--- config.mk ---
export PLATFORM = sky130hd
export DESIGN_NAME = route_request_duplicate_cache
export DESIGN_NICKNAME = d
export VERILOG_FILES = /design/src/sv/rrdc_pkg.sv /design/src/sv/route_request_duplicate_cache.sv /design/src/sv/rrdc_ctrl.sv /design/src/sv/rrdc_datapath.sv
export SDC_FILE = /design/constraint.sdc
export NUM_CORES = 1
export LEC_CHECK = 0
export BUFFER_PORTS_ARGS = -buffer_cell sky130_fd_sc_hd__buf_2
export CAP_MARGIN = 40
export CORE_MARGIN = 10
export CORE_UTILIZATION = 45
export DETAILED_ROUTE_END_ITERATION = 10
export GPL_TIMING_DRIVEN = 0
export PLACE_DENSITY = 0.65
export SYNTH_ARGS = -nofsm -noshare
export SYNTH_HDL_FRONTEND = slang
export SYNTH_SLANG_ARGS = --single-unit
--- constraint.sdc ---
create_clock -name clk -period 5.8 [get_ports clk]
set_clock_uncertainty 0.2 [all_clocks]
set_input_delay 1.16 -clock clk [delete_from_list [all_inputs] [get_ports clk]]
set_output_delay 1.16 -clock clk [all_outputs]
set_load 0.05 [all_outputs]
--- src/sv/rrdc_pkg.sv ---
`timescale 1ns / 1ps
// ----------------------------------------------------------------------------
// rrdc_pkg
// Shared constants and types for the route request duplicate cache.
// ----------------------------------------------------------------------------
package rrdc_pkg;

  localparam int unsigned CACHE_DEPTH = 16;
  localparam int unsigned IDX_W       = $clog2(CACHE_DEPTH);
  localparam int unsigned CNT_W       = $clog2(CACHE_DEPTH + 1);
  localparam int unsigned DATA_W      = 32;
  localparam int unsigned SLOT_W      = 4;
  localparam int unsigned STATUS_W    = 2;

  localparam logic [IDX_W-1:0] LAST_IDX   = IDX_W'(CACHE_DEPTH - 1);
  localparam logic [CNT_W-1:0] FULL_COUNT = CNT_W'(CACHE_DEPTH);

  localparam logic [DATA_W-1:0] TIMEOUT_RESET = 32'd30;

  localparam logic CMD_ADD   = 1'b0;
  localparam logic CMD_SWEEP = 1'b1;

  localparam logic [STATUS_W-1:0] ST_ADDED = 2'd0;
  localparam logic [STATUS_W-1:0] ST_DUP   = 2'd1;
  localparam logic [STATUS_W-1:0] ST_SWEEP = 2'd2;

  typedef struct packed {
    logic             load;
    logic             rd_en;
    logic [IDX_W-1:0] rd_addr;
    logic             finish;
  } dp_cmd_t;

endpackage

--- src/sv/route_request_duplicate_cache.sv ---
`timescale 1ns / 1ps
// ----------------------------------------------------------------------------
// route_request_duplicate_cache
// Cache of recently seen route request ids with duplicate detection,
// oldest-entry replacement and timeout sweep.
// ----------------------------------------------------------------------------
// usage
//   input word (cmd, route_id, source_node, now_time) is taken when
//   in_valid is high and in_stall low; cmd 0 adds a request, cmd 1 sweeps
//   expired entries at now_time; one result word (status, slot_index,
//   replaced_oldest) per input word, taken when out_valid is high and
//   out_stall low; request_timeout is written through cfg_wr_en /
//   cfg_wr_data only while idle, by the user: the block does not enforce it
// timing
//   one slot of the entry memory is read per cycle, so out_valid rises
//   after the walk over all CACHE_DEPTH slots, the drain state and the
//   finish state, once the output register is free; one word is in work
//   at a time, a new word is taken the cycle after the result is loaded
// reset
//   rst clears the active bits, the fill count and any pending result and
//   restores request_timeout to 30
// stall
//   a stalled result holds; a finished walk waits until the output
//   register is free, and in_stall stays high meanwhile
// ----------------------------------------------------------------------------
module route_request_duplicate_cache
  import rrdc_pkg::*;
(
  input  logic                clk,
  input  logic                rst,
  input  logic                cfg_wr_en,
  input  logic [DATA_W-1:0]   cfg_wr_data,
  input  logic                in_valid,
  output logic                in_stall,
  input  logic                cmd,
  input  logic [DATA_W-1:0]   route_id,
  input  logic [DATA_W-1:0]   source_node,
  input  logic [DATA_W-1:0]   now_time,
  output logic                out_valid,
  input  logic                out_stall,
  output logic [STATUS_W-1:0] status,
  output logic [SLOT_W-1:0]   slot_index,
  output logic                replaced_oldest
);

  dp_cmd_t dp_cmd;

  rrdc_ctrl u_ctrl (
    .clk       (clk),
    .rst       (rst),
    .in_valid  (in_valid),
    .in_stall  (in_stall),
    .out_valid (out_valid),
    .out_stall (out_stall),
    .cmd       (dp_cmd)
  );

  rrdc_datapath u_datapath (
    .clk             (clk),
    .rst             (rst),
    .cmd             (dp_cmd),
    .cfg_wr_en       (cfg_wr_en),
    .cfg_wr_data     (cfg_wr_data),
    .in_cmd          (cmd),
    .in_route_id     (route_id),
    .in_source_node  (source_node),
    .in_now_time     (now_time),
    .status          (status),
    .slot_index      (slot_index),
    .replaced_oldest (replaced_oldest)
  );

endmodule

--- src/sv/rrdc_ctrl.sv ---
`timescale 1ns / 1ps
// ----------------------------------------------------------------------------
// rrdc_ctrl
// Sequencer: takes a word, walks every slot once, then hands the result to
// the output register.
// ----------------------------------------------------------------------------
module rrdc_ctrl
  import rrdc_pkg::*;
(
  input  logic    clk,
  input  logic    rst,
  input  logic    in_valid,
  output logic    in_stall,
  output logic    out_valid,
  input  logic    out_stall,
  output dp_cmd_t cmd
);

  typedef enum logic [1:0] {
    IDLE,
    WALK,
    DRAIN,
    FINISH
  } state_t;

  state_t           state;
  logic [IDX_W-1:0] walk_idx;
  logic             finish;

  assign finish   = (state == FINISH) && (!out_valid || !out_stall);
  assign in_stall = (state != IDLE);

  assign cmd.load    = (state == IDLE) && in_valid;
  assign cmd.rd_en   = (state == WALK);
  assign cmd.rd_addr = walk_idx;
  assign cmd.finish  = finish;

  always_ff @(posedge clk) begin
    if (rst) begin
      state     <= IDLE;
      walk_idx  <= '0;
      out_valid <= 1'b0;
    end else begin
      if (out_valid && !out_stall) begin
        out_valid <= 1'b0;
      end
      unique case (state)
        IDLE: begin
          if (in_valid) begin
            walk_idx <= '0;
            state    <= WALK;
          end
        end
        WALK: begin
          walk_idx <= walk_idx + 1'b1;
          if (walk_idx == LAST_IDX) begin
            state <= DRAIN;
          end
        end
        DRAIN: begin
          state <= FINISH;
        end
        FINISH: begin
          if (finish) begin
            out_valid <= 1'b1;
            state     <= IDLE;
          end
        end
        default: begin
          state <= IDLE;
        end
      endcase
    end
  end

  a_accept_starts_walk: assert property (@(posedge clk) disable iff (rst)
    (in_valid && !in_stall) |=> (state == WALK && walk_idx == '0))
    else $error("accepted word did not start a walk");

  a_result_from_finish: assert property (@(posedge clk) disable iff (rst)
    $rose(out_valid) |-> $past(state) == FINISH)
    else $error("result raised outside finish");

  a_finish_waits: assert property (@(posedge clk) disable iff (rst)
    (state == FINISH && out_valid && out_stall) |=> (state == FINISH))
    else $error("finish overwrote a pending result");

endmodule

--- src/sv/rrdc_datapath.sv ---
`timescale 1ns / 1ps
// ----------------------------------------------------------------------------
// rrdc_datapath
// Entry memories, active bits, fill count, per-slot compare and the output
// register.
// ----------------------------------------------------------------------------
module rrdc_datapath
  import rrdc_pkg::*;
(
  input  logic                clk,
  input  logic                rst,
  input  dp_cmd_t             cmd,
  input  logic                cfg_wr_en,
  input  logic [DATA_W-1:0]   cfg_wr_data,
  input  logic                in_cmd,
  input  logic [DATA_W-1:0]   in_route_id,
  input  logic [DATA_W-1:0]   in_source_node,
  input  logic [DATA_W-1:0]   in_now_time,
  output logic [STATUS_W-1:0] status,
  output logic [SLOT_W-1:0]   slot_index,
  output logic                replaced_oldest
);

  logic [DATA_W-1:0] entry_request    [CACHE_DEPTH];
  logic [DATA_W-1:0] entry_originator [CACHE_DEPTH];
  logic [DATA_W-1:0] entry_stamp      [CACHE_DEPTH];
  logic [CACHE_DEPTH-1:0] entry_active;
  logic [CNT_W-1:0]       fill_count;

  logic [DATA_W-1:0] request_timeout;

  logic              op;
  logic [DATA_W-1:0] rid;
  logic [DATA_W-1:0] orig;
  logic [DATA_W-1:0] now;

  logic [DATA_W-1:0] rd_request;
  logic [DATA_W-1:0] rd_stamp;
  logic              eval_vld;
  logic [IDX_W-1:0]  eval_idx;

  logic              dup;
  logic [DATA_W-1:0] best_stamp;
  logic [IDX_W-1:0]  best_idx;

  logic              in_range;
  logic              full;
  logic              do_write;
  logic [IDX_W-1:0]  wr_slot;
  logic [DATA_W-1:0] age;

  assign in_range = ({1'b0, eval_idx} < fill_count);
  assign full     = (fill_count == FULL_COUNT);
  assign do_write = cmd.finish && (op == CMD_ADD) && !dup;
  assign wr_slot  = full ? best_idx : fill_count[IDX_W-1:0];
  assign age      = now - rd_stamp;

  // config register
  always_ff @(posedge clk) begin
    if (rst) begin
      request_timeout <= TIMEOUT_RESET;
    end else if (cfg_wr_en) begin
      request_timeout <= cfg_wr_data;
    end
  end

  // word capture
  always_ff @(posedge clk) begin
    if (cmd.load) begin
      op   <= in_cmd;
      rid  <= in_route_id;
      orig <= in_source_node;
      now  <= in_now_time;
    end
  end

  // entry memories
  always_ff @(posedge clk) begin
    if (do_write) begin
      entry_request[wr_slot]    <= rid;
      entry_originator[wr_slot] <= orig;
      entry_stamp[wr_slot]      <= now;
    end
    if (cmd.rd_en) begin
      rd_request <= entry_request[cmd.rd_addr];
      rd_stamp   <= entry_stamp[cmd.rd_addr];
    end
  end

  always_ff @(posedge clk) begin
    if (rst) begin
      eval_vld <= 1'b0;
    end else begin
      eval_vld <= cmd.rd_en;
    end
    eval_idx <= cmd.rd_addr;
  end

  // per-slot evaluation
  always_ff @(posedge clk) begin
    if (cmd.load) begin
      dup <= 1'b0;
    end else if (eval_vld) begin
      if (op == CMD_ADD && in_range && entry_active[eval_idx] && rd_request == rid) begin
        dup <= 1'b1;
      end
      if (eval_idx == '0 || rd_stamp < best_stamp) begin
        best_stamp <= rd_stamp;
        best_idx   <= eval_idx;
      end
    end
  end

  // active bits and fill count
  always_ff @(posedge clk) begin
    if (rst) begin
      entry_active <= '0;
      fill_count   <= '0;
    end else begin
      if (eval_vld && op == CMD_SWEEP && in_range && age > request_timeout) begin
        entry_active[eval_idx] <= 1'b0;
      end
      if (do_write) begin
        entry_active[wr_slot] <= 1'b1;
        if (!full) begin
          fill_count <= fill_count + 1'b1;
        end
      end
    end
  end

  // output register
  always_ff @(posedge clk) begin
    if (cmd.finish) begin
      if (op == CMD_SWEEP) begin
        status          <= ST_SWEEP;
        slot_index      <= '0;
        replaced_oldest <= 1'b0;
      end else if (dup) begin
        status          <= ST_DUP;
        slot_index      <= '0;
        replaced_oldest <= 1'b0;
      end else begin
        status          <= ST_ADDED;
        slot_index      <= SLOT_W'(wr_slot);
        replaced_oldest <= full;
      end
    end
  end

  a_fill_bounded: assert property (@(posedge clk) disable iff (rst)
    fill_count <= FULL_COUNT)
    else $error("fill count beyond depth");

  a_fill_monotonic: assert property (@(posedge clk) disable iff (rst)
    $past(!rst) |-> fill_count >= $past(fill_count))
    else $error("fill count shrank");

  a_sweep_no_write: assert property (@(posedge clk) disable iff (rst)
    (op == CMD_SWEEP) |-> !do_write)
    else $error("sweep wrote an entry");

endmodule

==> flow_summary.yaml <==
final_layout:
  drive_gt1_share_pct: 27.8
  n_fill_cell: 8329
  fin_cells: 4360
  nets: 3007
  n_antenna_cell: 0
  utilization_pct: 53.2
  area_delta_synth_final_pct: 17.6
route:
  ant_nets: 0
  vias_per_cell: 5.77
  vias: 25200
  drt-initial-drc-count: 2874
  post_drt_wl_per_cell_um: 27.8
  firstDrtPassIters: 6
  wl_mm: 121
  drcViolationCount: 0
power_and_ir_drop:
  vdd_ir_drop_max_mv: 0.291
  p_sw_share_pct: 27.5
  power_frac_clock_pct: 33.5
  seqPwrFrac_pct: 47.0
  intPower_w: 0.0179
  p_leak_nw: 19.2
  p_sw_w: 0.00679
  p_per_area_nw_per_um2: 421
  p_comb_share_pct: 19.5
clock_network:
  clock_latency_ns: 0.74
  h-tree-depth: 4
  cts_buffers: 131
  cts_tree: "yes"
  cts_root_buffer: "clkbuf_16"
  ctsLongestPathBuffers: 3
  clk_pin_slew_ns: 0.06
  cts_sinks: 1262
worst_setup_path:
  cp.arrival_ns: 5.91
  end_kind: "flip-flop"
  start_kind: "flip-flop"
  r2r_cells: 21
  crit_fanout: 10
  path_class: "flip-flop to flip-flop"
  worstPathRequired_ns: 6.18
global_route:
  antenna_found_initial: 5
  track_usage_pct: 19.3
  grt_first_pass_wirelength_mm: 177
  grt_pass1_vias: 26100
  grt_max_degree: 46
  grt_overflow: 0
hold_path:
  hp-class: "flip-flop to flip-flop"
  min_path_cells: 0
logic_synthesis:
  ys_ff_latch: 1262
  synthCells: 2413
  ys.flop_type: "edfxtp_1"
  synth-seq-area-share_pct: 74.6
  syn_area_um2: 49900
  synthArstFlopShare_pct: 0
  syn_area_per_cell_um2: 20.7
  ys_warn_count: 0
  syn-num-nets: 2652
  synth_cell_type_count: 60
  synth_edf_count: 1196
die:
  die_x_um: 353
  start_util_pct: 45.2
  dieArea_um2: 125000
  boundaryPins: 143
  num_rows: 122
  core_um2: 110000
  die_h_um: 353
placed_design:
  place_hpwl_mm: 80.3
  dpl.cell_count: 4103
  place.port_buffers: 109
  place_congestion: 0.837
  dp_worst_setup_slack_ns: -0.533
sta:
  hold_viol: 0
  rsz0062_at_grt: "no"
  timing.final.ws_setup_ns: 0.278
  fin_crit_ns: 5.52
  slew_violations: 0
  tightestPinTransition_ns: 0.951
  setup_violations: 0
  finalCritPeriodShare_pct: 95.2
  max_freq_mhz: 181
  slew_headroom_pct: 36.6
run:
  cap_violations: 0
run_status:
  outcome: "complete, no violations"
## metal layers
layer	share of wire [%]	vias up	global-route usage, %
met4	2.8	4	6.19
li1	-	10600	-
met5	0.021	-	0
met3	7.4	247	3.72
met2	50	1160	32.1
met1	40	13100	25.7
## state kept, by name, indices dropped and copies added (netlist names)
signal	cells
u_datapath.entry_request	512
u_datapath.entry_stamp	512
u_datapath.best_stamp	32
u_datapath.now	32
u_datapath.rd_request	32
u_datapath.rd_stamp	32
u_datapath.request_timeout	32
u_datapath.rid	32
u_datapath.entry_active	16
u_datapath.fill_count	5
u_ctrl.walk_idx	4
u_datapath.best_idx	4
u_datapath.eval_idx	4
u_datapath.slot_index	4
u_ctrl.state	2
u_datapath.status	2
u_ctrl.out_valid	1
u_datapath.dup	1
u_datapath.eval_vld	1
u_datapath.op	1
u_datapath.replaced_oldest	1
## per-stage QoR
step                      total power, W  hold WS [ns]  area, um2  TNS (ns)
final                             0.0247         0.200      58700         0
after global routing              0.0258         0.206      58700         0
after CTS                         0.0248         0.195      58500         0
after detailed placement          0.0166         0.181      54200     -6.45
after global placement            0.0163         0.164      52300  -4366.91
after floorplan                   0.0149         0.153      49900   -120.82
## critical path: stages (launching register included)
cell and delay [ns]:
edfxtp_1 0.47, inv_1 0.21, ha_1 0.22, inv_1 0.06, fa_1 0.44, a211oi_2 0.21
o21bai_1 0.13, o2bb2ai_2 0.19, nor4_2 0.29, clkdlybuf4s18_2 0.31, o311ai_2 0.19, a31o_1 0.29
a21oi_2 0.15, xnor2_1 0.08, ha_1 0.28, nand4_1 0.19, nor4_2 0.24, buf_2 0.21
o21ai_1 0.22, a211oi_2 0.37, clkbuf_4 0.28, a41oi_1 0.14
## layout by cell type (no fill, tap or decap), types with 20 or more instances in the layout
cell type | Yosys | final
clkinv_1 | 0 | 25
buf_2 | 28 | 142
a21o_1 | 34 | 34
xor2_1 | 25 | 25
nand4_1 | 20 | 20
xnor2_1 | 38 | 38
edfxtp_1 | 1196 | 1196
clkbuf_1 | 48 | 75
inv_1 | 114 | 113
mux4_2 | 325 | 325
clkbuf_16 | 0 | 133
o21ai_0 | 42 | 41
nand2_1 | 32 | 32
ha_1 | 104 | 103
nor2_1 | 98 | 82
mux2i_1 | 30 | 30
buf_16 | 0 | 27
a21oi_1 | 55 | 54
dfxtp_1 | 66 | 66
buf_12 | 0 | 38
## power by group through the flow
stage	sequential (W)	clock, W	combinational (W)
2_1_floorplan	0.0116	0	0.00334
3_3_place_gp	0.0118	0	0.00447
3_5_place_dp	0.0119	0	0.00471
4_1_cts	0.0116	0.00840	0.00477
5_1_grt	0.0117	0.00882	0.00527
6_report	0.0116	0.00827	0.00482
## layout make-up
class	instances	area [um2]	share of cell area, %
multi-input cells	950	12100	20.6
flip-flops and latches	1262	37200	63.4
repair buffers	222	2500	4.26
clock inverters	75	782	1.33
plain buffers	87	364	0.620
well taps	1488	1860	3.17
inverters	114	430	0.733
clock buffers	162	3460	5.89
## kinds of logic (layout without fill, tap and decap cells)
group / Yosys count / count (layout) / synth area share, %
AO/OA/AOI/OAI: 199 / 199 / 2.66
XOR/XNOR: 63 / 63 / 1.11
adder cells (fa/ha/maj): 105 / 105 / 2.65
buffers and inverters: 201 / 660 / 1.58
flip-flops: 1262 / 1262 / 74.6
multiplexers: 356 / 356 / 15.3
AND/OR/NAND/NOR: 227 / 227 / 2.16
## final timing paths
path / start / endpoint / slack (ns)
worst max-delay path: u_datapath.now[0]$_DFFE_PP_ / u_datapath.entry_active[13]$_SDFF_PP0_ / 0.28
worst min-delay path: u_ctrl.walk_idx[1]$_SDFFE_PP0P_ / u_datapath.eval_idx[1]$_DFF_P_ / 0.20
worst max register to register: u_datapath.now[0]$_DFFE_PP_ / u_datapath.entry_active[13]$_SDFF_PP0_ / 0.28
worst min register to register: u_ctrl.walk_idx[1]$_SDFFE_PP0P_ / u_datapath.eval_idx[1]$_DFF_P_ / 0.20
## synth_stat cells, drive strengths merged (2+ instances only)
cell     count  share of area (%)
a211oi      11               0.19
a21o        34               0.51
a21oi       57               0.59
a22oi        2              0.030
a311oi       4              0.070
a31oi        4              0.050
a41oi        8               0.14
and3         5              0.063
buf         39               0.36
clkbuf      48               0.36
dfxtp       66                2.6
edfxtp    1196                 72
ha         104                2.6
inv        114               0.86
mux2i       30               0.60
mux4       325                 15
nand2       32               0.24
nand2b       7              0.088
nand3       19               0.19
nand4       20               0.25
nor2        98               0.74
nor2b        8               0.10
nor3        16               0.17
nor3b        5              0.085
nor4         8               0.10
o2111ai      2              0.035
o211ai       7               0.11
o21a         7               0.11
o21ai       47               0.50
o21bai       2              0.030
o311a        2              0.040
o311ai       3              0.083
or2          4              0.050
or3          2              0.025
xnor2       38               0.67
xor2        25               0.44
## timing repair
item	4_1_cts	5_1_grt
resized for setup	2	3
hold buffers	0	0
pin swaps	1	3
buffers inserted	5	14
setup endpoints to repair	16	16
Power figures use the tool's default switching activity.
